### src/rtl/pss_pkg.sv
// pss_pkg: shared types and constants for the preemptive priority scheduler
// request/result payload structs, per-cell control and the scan candidate
// no dependencies
package pss_pkg;

  localparam int MaxProcs = 16;

  localparam int ArrW  = 16;
  localparam int BurW  = 12;
  localparam int PriW  = 8;
  localparam int IdxW  = 6;
  localparam int TimeW = 17;

  typedef struct packed {
    logic [ArrW-1:0] arrive_tick;
    logic [BurW-1:0] work_ticks;
    logic [PriW-1:0] priority_level;
    logic            last_process;
  } pss_req_t;

  typedef struct packed {
    logic [IdxW-1:0]  process_index;
    logic [TimeW-1:0] finish_tick;
    logic [TimeW-1:0] turnaround;
    logic [TimeW-1:0] wait_ticks;
    logic             last_result;
  } pss_res_t;

  // per-cell control from the top level
  typedef struct packed {
    logic load;
    logic pick;
  } pss_ctl_t;

  // best-so-far record and earliest pending arrival, passed down the chain
  typedef struct packed {
    logic            found;
    logic [PriW-1:0] prio;
    logic [IdxW-1:0] idx;
    logic [ArrW-1:0] arrival;
    logic [BurW-1:0] burst;
    logic [BurW-1:0] remain;
    logic            pend;
    logic [ArrW-1:0] next_arr;
  } pss_cand_t;

endpackage

### src/rtl/preemptive_priority_scheduler.sv
// preemptive_priority_scheduler: top level, load control, tick sequencer, results
// a chain of pss_cell slots scans for the next process once per tick
// depends on pss_pkg and pss_cell
//
//  channel   | signals                 | direction | flow
//  ----------+-------------------------+-----------+---------------------------
//  request   | start, busy, req_i      | in        | taken when start & !busy
//  result    | res_valid_o, res_o      | out       | one-cycle strobe, no stall
//
// a record that is not last is taken as soon as it is offered, back to back
// the last record (or the one that fills the table) starts a run: each simulated
// tick with work, and each idle gap, takes a full wave through the cell chain;
// busy falls with the last result
// reset clears the table's live bits, counters and the run flag
// results cannot be held off; res_valid_o is high for a single cycle per result
module preemptive_priority_scheduler #(
  parameter int MaxProcs = pss_pkg::MaxProcs
) (
  input  logic              clk_i,
  input  logic              rst_ni,
  input  logic              start,
  output logic              busy,
  input  pss_pkg::pss_req_t req_i,
  output logic              res_valid_o,
  output pss_pkg::pss_res_t res_o
);

  localparam int CntW  = $clog2(MaxProcs + 1);
  localparam int TickW = $clog2(2**16 + MaxProcs * 2**12 + 1);

  logic                run_q, run_d;
  logic [CntW-1:0]     scan_q, scan_d;
  logic [CntW-1:0]     loaded_q, loaded_d;
  logic [CntW-1:0]     fin_q, fin_d;
  logic [TickW-1:0]    tick_q, tick_d;
  logic                res_valid_q, res_valid_d;
  pss_pkg::pss_res_t   res_q, res_d;

  pss_pkg::pss_cand_t  cand [MaxProcs+1];
  pss_pkg::pss_ctl_t   ctl  [MaxProcs];
  logic [MaxProcs-1:0] pick_vec;

  logic                accept, decide, finish, last_load;
  logic [TickW-1:0]    tick_inc, turn, wait_t;
  pss_pkg::pss_cand_t  best;

  assign accept    = start && !run_q;
  assign last_load = req_i.last_process || (loaded_q == CntW'(MaxProcs - 1));
  assign best      = cand[MaxProcs];
  assign decide    = run_q && (scan_q == CntW'(MaxProcs));
  assign finish    = decide && best.found && (best.remain <= pss_pkg::BurW'(1));
  assign tick_inc  = tick_q + TickW'(1);
  assign turn      = tick_inc - TickW'(best.arrival);
  assign wait_t    = turn - TickW'(best.burst);

  assign cand[0] = '0;

  for (genvar i = 0; i < MaxProcs; i++) begin : g_cell
    assign pick_vec[i] = decide && best.found && (best.idx == pss_pkg::IdxW'(i));
    assign ctl[i].load = accept && (loaded_q == CntW'(i));
    assign ctl[i].pick = pick_vec[i];

    pss_cell #(
      .TickW (TickW),
      .Idx   (pss_pkg::IdxW'(i))
    ) u_cell (
      .clk_i  (clk_i),
      .rst_ni (rst_ni),
      .ctl_i  (ctl[i]),
      .rec_i  (req_i),
      .tick_i (tick_q),
      .cand_i (cand[i]),
      .cand_o (cand[i+1])
    );
  end

  always_comb begin
    run_d       = run_q;
    scan_d      = scan_q;
    loaded_d    = loaded_q;
    fin_d       = fin_q;
    tick_d      = tick_q;
    res_valid_d = 1'b0;
    res_d       = res_q;

    if (accept) begin
      loaded_d = loaded_q + CntW'(1);
      if (last_load) begin
        run_d  = 1'b1;
        scan_d = '0;
        tick_d = '0;
        fin_d  = '0;
      end
    end else if (run_q) begin
      if (!decide) begin
        scan_d = scan_q + CntW'(1);
      end else begin
        scan_d = '0;
        if (best.found) begin
          tick_d = tick_inc;
        end else begin
          // nothing eligible: jump to the earliest pending arrival
          tick_d = TickW'(best.next_arr);
        end
        if (finish) begin
          fin_d               = fin_q + CntW'(1);
          res_valid_d         = 1'b1;
          res_d.process_index = best.idx;
          res_d.finish_tick   = tick_inc[pss_pkg::TimeW-1:0];
          res_d.turnaround    = turn[pss_pkg::TimeW-1:0];
          res_d.wait_ticks    = wait_t[pss_pkg::TimeW-1:0];
          res_d.last_result   = (fin_d == loaded_q);
          if (fin_d == loaded_q) begin
            run_d    = 1'b0;
            loaded_d = '0;
            fin_d    = '0;
            tick_d   = '0;
          end
        end
      end
    end
  end

  always_ff @(posedge clk_i or negedge rst_ni) begin
    if (!rst_ni) begin
      run_q       <= 1'b0;
      scan_q      <= '0;
      loaded_q    <= '0;
      fin_q       <= '0;
      tick_q      <= '0;
      res_valid_q <= 1'b0;
    end else begin
      run_q       <= run_d;
      scan_q      <= scan_d;
      loaded_q    <= loaded_d;
      fin_q       <= fin_d;
      tick_q      <= tick_d;
      res_valid_q <= res_valid_d;
    end
  end

  always_ff @(posedge clk_i) begin
    res_q <= res_d;
  end

  assign busy        = run_q;
  assign res_valid_o = res_valid_q;
  assign res_o       = res_q;

  // results only come out of a run
  a_res_in_run : assert property (@(posedge clk_i) disable iff (!rst_ni)
    res_valid_o |-> $past(busy))
    else $error("result strobe without a run");

  // the flagged result ends the run
  a_last_ends_run : assert property (@(posedge clk_i) disable iff (!rst_ni)
    (res_valid_o && res_o.last_result) |-> !busy)
    else $error("run still busy after last result");

  // at most one cell is charged a tick
  a_one_pick : assert property (@(posedge clk_i) disable iff (!rst_ni)
    $onehot0(pick_vec))
    else $error("more than one cell picked");

  // counters are clear between runs
  a_idle_clear : assert property (@(posedge clk_i) disable iff (!rst_ni)
    !busy |-> (fin_q == '0) && (tick_q == '0))
    else $error("run state not cleared while idle");

endmodule

### src/rtl/pss_cell.sv
// pss_cell: one process slot of the scheduler chain
// holds the record and merges it into the candidate from its upstream neighbor
// depends on pss_pkg
module pss_cell #(
  parameter int              TickW = 18,
  parameter logic [pss_pkg::IdxW-1:0] Idx = '0
) (
  input  logic              clk_i,
  input  logic              rst_ni,
  input  pss_pkg::pss_ctl_t ctl_i,
  input  pss_pkg::pss_req_t rec_i,
  input  logic [TickW-1:0]  tick_i,
  input  pss_pkg::pss_cand_t cand_i,
  output pss_pkg::pss_cand_t cand_o
);

  logic                     live_q;
  logic [pss_pkg::ArrW-1:0] arr_q;
  logic [pss_pkg::BurW-1:0] burst_q;
  logic [pss_pkg::BurW-1:0] rem_q;
  logic [pss_pkg::PriW-1:0] prio_q;
  pss_pkg::pss_cand_t       cand_d, cand_q;
  logic                     elig, pending;

  always_ff @(posedge clk_i or negedge rst_ni) begin
    if (!rst_ni) begin
      live_q <= 1'b0;
    end else if (ctl_i.load) begin
      live_q <= 1'b1;
    end else if (ctl_i.pick && (rem_q <= pss_pkg::BurW'(1))) begin
      live_q <= 1'b0;
    end
  end

  always_ff @(posedge clk_i) begin
    if (ctl_i.load) begin
      arr_q   <= rec_i.arrive_tick;
      burst_q <= rec_i.work_ticks;
      rem_q   <= rec_i.work_ticks;
      prio_q  <= rec_i.priority_level;
    end else if (ctl_i.pick && (rem_q != '0)) begin
      rem_q <= rem_q - pss_pkg::BurW'(1);
    end
    cand_q <= cand_d;
  end

  assign elig    = live_q && (TickW'(arr_q) <= tick_i);
  assign pending = live_q && !elig;

  always_comb begin
    cand_d = cand_i;
    // strict compare keeps the lower index on a priority tie
    if (elig && (!cand_i.found || (prio_q > cand_i.prio))) begin
      cand_d.found   = 1'b1;
      cand_d.prio    = prio_q;
      cand_d.idx     = Idx;
      cand_d.arrival = arr_q;
      cand_d.burst   = burst_q;
      cand_d.remain  = rem_q;
    end
    if (pending && (!cand_i.pend || (arr_q < cand_i.next_arr))) begin
      cand_d.pend     = 1'b1;
      cand_d.next_arr = arr_q;
    end
  end

  assign cand_o = cand_q;

endmodule

### config.mk
export PLATFORM = sky130hd
export DESIGN_NAME = preemptive_priority_scheduler
export DESIGN_NICKNAME = d
export VERILOG_FILES = /design/src/rtl/pss_pkg.sv /design/src/rtl/preemptive_priority_scheduler.sv /design/src/rtl/pss_cell.sv
export SDC_FILE = /design/constraint.sdc
export NUM_CORES = 2
export LEC_CHECK = 0
export BUFFER_PORTS_ARGS = -buffer_cell sky130_fd_sc_hd__buf_2
export CAP_MARGIN = 0
export CORE_MARGIN = 1
export CORE_UTILIZATION = 40
export DETAILED_ROUTE_END_ITERATION = 12
export PLACE_DENSITY = 0.58
export RECOVER_POWER = 25
export SYNTH_ARGS = -nofsm -noshare
export SYNTH_HDL_FRONTEND = slang
export SYNTH_HIERARCHICAL = 1
export SYNTH_SLANG_ARGS = --single-unit
### constraint.sdc
create_clock -name clk_i -period 4.7 [get_ports clk_i]
set_input_delay 0.94 -clock clk_i [delete_from_list [all_inputs] [get_ports clk_i]]
set_output_delay 0.94 -clock clk_i [all_outputs]
set_load 0.01 [all_outputs]
Word-level counts from Yosys, hierarchy flattened:

Cells that the tools add are included.

* eq/ne operators: 33
* bitwise operators: 1
* muxes and demuxes: 127
* add/sub/neg operators: 22
* $lt $le $gt $ge: 63
* reduce and logical (&&, ||, !) cells: 267

Operators with widths (number)
* $mux 54: 14
* $mux 12: 32
* $le 16x18->1: 16
* $lt 16x16->1: 15
* $mux 16: 15
* $le 12x1->1 const B: 17
* $reduce_bool 12->1: 16
* $sub 12x1->12 const B: 16
* $logic_and 1x1->1: 130
* $mux 18: 7
* $gt 8x8->1: 15
* $reduce_bool 2->1: 36
* $mux 5: 14
* $mux 55: 1
* $eq 6x4->1 const B: 8
* $logic_not 1->1: 47
* $mux 1: 42
* $eq 5x4->1 const B: 8
* $mux 40: 1
* $logic_or 1x1->1: 31
* $eq 6x3->1 const B: 4
* $eq 5x3->1 const B: 4
* $add 18x1->18 const B: 1
* $mux 17: 1
* 16 further kinds: 22

* input port bits: 40
* word-level logic and storage cells: 730
* bits in registers: 2020

Depth between registers and ports, before layout:

* word-level depth: 8
* gate-level depth with buffers: 20
* depth with buffers taken out: 19

Cells and area by module:

Netlist, hierarchy kept.

Modules (own cells, without submodules)
* pss_cell (g_cell[10].u_cell ...): cells an instance 404, instances 10, area each 5127.4 sq um, seq. area each 2907.8 sq um
* pss_cell (g_cell[11].u_cell ...): cells an instance 404, instances 4, area each 5277.6 sq um, seq. area each 2907.8 sq um
* preemptive_priority_scheduler: cells an instance 587, instances 1, area each 5793.1 sq um, seq. area each 2617.5 sq um
* pss_cell (g_cell[9].u_cell): cells an instance 404, instances 1, area each 5292.6 sq um, seq. area each 2907.8 sq um
* pss_cell (g_cell[0].u_cell): cells an instance 404, instances 1, area each 5126.2 sq um, seq. area each 2907.8 sq um

Least setup slack after synthesis:

No wires, ideal clock.

* kind: input to register
* from: input start
* to: register g_cell[0].u_cell/rem_q[0] in the netlist's numbering, enable pin
* stages: 7
* path slack: -0.458 ns
* data arrival time: 4.811 ns
* setup time: 0.346 ns
* cell sequence: nand2b_1 -> nor2_1 -> nand2_1 -> nor3_1 -> clkbuf_1 -> clkbuf_1 -> a21o_1

RTL lines
* start: declaration: line preemptive_priority_scheduler.sv:21 `input logic start,`
* end signal: assignment: line pss_cell.sv:39 `rem_q <= rec_i.work_ticks;`
* end signal: assignment: line pss_cell.sv:42 `rem_q <= rem_q - pss_pkg::BurW'(1);`
* end: declaration: line pss_cell.sv:20 `logic [pss_pkg::BurW-1:0] rem_q;`

Worst setup path after layout:

* from: register tick_q[0]
* to: register res_q (netlist bit res_o[15]), data pin

* word-level cells in the longest chain between the ends: 3

Ends and longest elaborated chain
* start: declaration: line preemptive_priority_scheduler.sv:35 `logic [TickW-1:0] tick_q, tick_d;`
* start signal: assignment: line preemptive_priority_scheduler.sv:137 `tick_q <= tick_d;`
* $add 18x1->18: line preemptive_priority_scheduler.sv:52 `assign tick_inc = tick_q + TickW'(1);`
* named net tick_inc[6]: line preemptive_priority_scheduler.sv:44 `logic [TickW-1:0] tick_inc, turn, wait_t;`
* $sub 17x16->17: line preemptive_priority_scheduler.sv:53 `assign turn = tick_inc - TickW'(best.arrival);`
* named net turn[10]: line preemptive_priority_scheduler.sv:44
* $sub 17x12->17: line preemptive_priority_scheduler.sv:54 `assign wait_t = turn - TickW'(best.burst);`
* named net wait_t[14]: line preemptive_priority_scheduler.sv:44
* end signal: assignment: line preemptive_priority_scheduler.sv:143 `res_q <= res_d;`
* end: declaration: line preemptive_priority_scheduler.sv:37 `pss_pkg::pss_res_t res_q, res_d;`

The timed path passes the listed nets, and every way through them passes these cells.
A chain may end at the register's enable or synchronous reset.

==> run summary <==
core area - 218,000 um^2
Clk pin slew, worst setup/hold paths - 0.07 ns
worst clock skew - 0.0265 ns
Root Buffer - clkbuf_16
Setup crit end kind - flop
Clock Latency Late Sink - 0.81 ns
CP Class - reg -> reg
Final setup viols - 0
hpwl dp - 136,000 um
H-tree Lvls - 4
global-route wire length before repair - 290,000 um
io pins - 100
final hold vios - 0
CP startpoint kind - flop
Final period util - 95.5%
Die H - 471 um
Peak supply drop - 0.410 mV
Critical Path AT - 5.04 ns
Residual DRC - 0
Post-Syn Area per Cell - 12.5 um^2
Vias - 50,400
antenna viol nets, final - 0
pwr/cell area - 632 nW/um^2
initial antenna violation count - 0
reg-to-reg critical path endpoint - res_o[15]
Fmax - 223 MHz
Design Power - 62.3 mW
Initial Utilization - 40.4%
vias in the first global route - 51,500
r2r startpoint - tick_q[0]
worst-margin pin slew - 2.77 ns
Slew Limit Fails - 435
post-layout min period - 4.49 ns
failing checks - max-capacitance violations, max-slew violations
cells after synthesis - 7,001
Max Cap Violations - 14
Hold Crit Start - g_cell[2].u_cell/cand_o[58]
Worst Path Required - 5.25 ns
most common cell after layout, fill and taps aside - dfxtp_1
Leak - 39.1 nW
GPL Wtd Cong - 0.877
Hold WC Path Type - reg -> reg
Crit. Startpoint - tick_q[0]
crit-path leading delay family - simple AND/OR/NAND/NOR gates
status - finished with violations
# clock sinks - 2,004
CTS Buf Count - 202
Port-buffer cells - 99
most frequent cells in the layout - dfxtp_1, edfxtp_1, inv_1, mux2_2, ha_1
Final Util - 45.3%
gr ovfl total - 0
Reg2Reg Depth - 16
worst-case clock buffer depth - 3
CTS tree - done
GRT Total Usage - 16.5%
Buf/Inv on CP - 0
Post-layout nets - 8,069
Die Wd - 471 um
worst-path cell chain - ha_1 -> and3_2 -> nand3_1 -> xnor2_1 -> ha_1 -> or3_1 -> or2_2 -> a31oi_2 -> o21ai_0 -> xnor2_1 -> ha_1 -> nor2b_1 -> o21ai_0 -> or2b_2 -> nor4_2 -> xor2_1
Yosys warnings - 6
largest net degree at the start of global routing - 62
area grow syn2layout - 12.2%
Die ar. - 221,000 um^2
standard-cell rows - 171
Initial DRT Pass Iterations - 5
hold buffers post-CTS - 0
CP Max Fanout - 5
share of layout cells above drive strength 1 - 19.9%
slowest cell on the critical path - or3_1
Vias/cell - 4.86
Synth Cell Area - 87,800 um^2
final wirelength - 185,000 um
CP max stage delay - 0.43 ns
Routed wire per std cell - 17.8 um
DP Cell Count - 9,984
Worst slew margin - -84.6%
most frequent CP cell - ha_1
DRT iter0 DRCs - 2,892
hold path endpoint - g_cell[3].u_cell/cand_o[58]
hold path cells - 1
Worst R2R Setup Slack - 0.21 ns
Layout Cells excl Fill - 10,400
[worst max-delay path by stage]
stage | to | slack (ns) | depth (start not counted)
3_5_place_dp | res_o[15] | 0.02 | 16
5_1_grt | res_o[17] | -0.005 | 16
3_3_place_gp | res_o[15] | 0.12 | 16
4_1_cts | res_o[15] | 0.08 | 16
6_report | res_o[15] | 0.21 | 16
2_1_floorplan | fin_q[2] | 0.03 | 8
[report_power, final]
part / total [mW] / internal, mW / leakage, nW / switching [mW]
Sequential: 25.5 / 23.4 / 17.5 / 2.05
Clock: 16.0 / 9.27 / 3.33 / 6.76
Combinational: 20.8 / 10.6 / 18.3 / 10.2
[sequential cells by signal, summed over array words and instances (netlist names)]
name,cells
busy,1
fin_q,5
g_cell.u_cell/arr_q,256
g_cell.u_cell/burst_q,192
g_cell.u_cell/cand_o,1127
g_cell.u_cell/live_q,16
g_cell.u_cell/prio_q,128
g_cell.u_cell/rem_q,192
loaded_q,5
res_o,58
res_valid_o,1
scan_q,5
tick_q,18
[routing by layer]
metal,up-vias,share of wire (%),GRT usage [%]
li1,25500,-,-
met1,23800,49,22.7
met2,791,45,26.5
met3,300,3.7,2.51
met4,0,2.7,4.96
met5,-,0,0
[worst reg2reg max path: cells and delay by family (launching register included)]
kind / cells / cell delay [ns]
AO/OA/AOI/OAI: 3 / 0.54
XOR/XNOR: 3 / 0.60
adder cells (fa/ha/maj): 3 / 0.78
flip-flops: 1 / 0.37
AND/OR/NAND/NOR: 7 / 1.95
[metrics by stage]
stage                     hold slack [ns]  setup TNS (ns)  cell area (um^2)  worst slack [ns]
after detailed placement            0.399               0             91800            0.0167
after global placement              0.398               0             91800             0.119
after floorplan                     0.392               0             88200            0.0295
after CTS                          0.0635               0             98700            0.0772
final                               0.406               0             98500             0.210
after global routing                0.414        -0.00504             98500          -0.00504
[final cells by class]
cell class / instances / area, um^2
Tap cell: 2854 / 3570
Timing Repair Buffer: 191 / 1060
Multi-Input combinational cell: 4164 / 35500
Sequential cell: 2004 / 48600
Clock buffer: 310 / 6060
Inverter: 771 / 2890
Antenna cell: 3 / 7.51
Fill cell: 19600 / 119000
Clock inverter: 75 / 764
[timing repair]
action,CTS,global route
cloned,0,0
resized for setup,1,5
pin swaps,0,1
setup endpoints to repair,1,4
buffers inserted,0,0
Note: power is estimated with default switching activity, not from simulation.
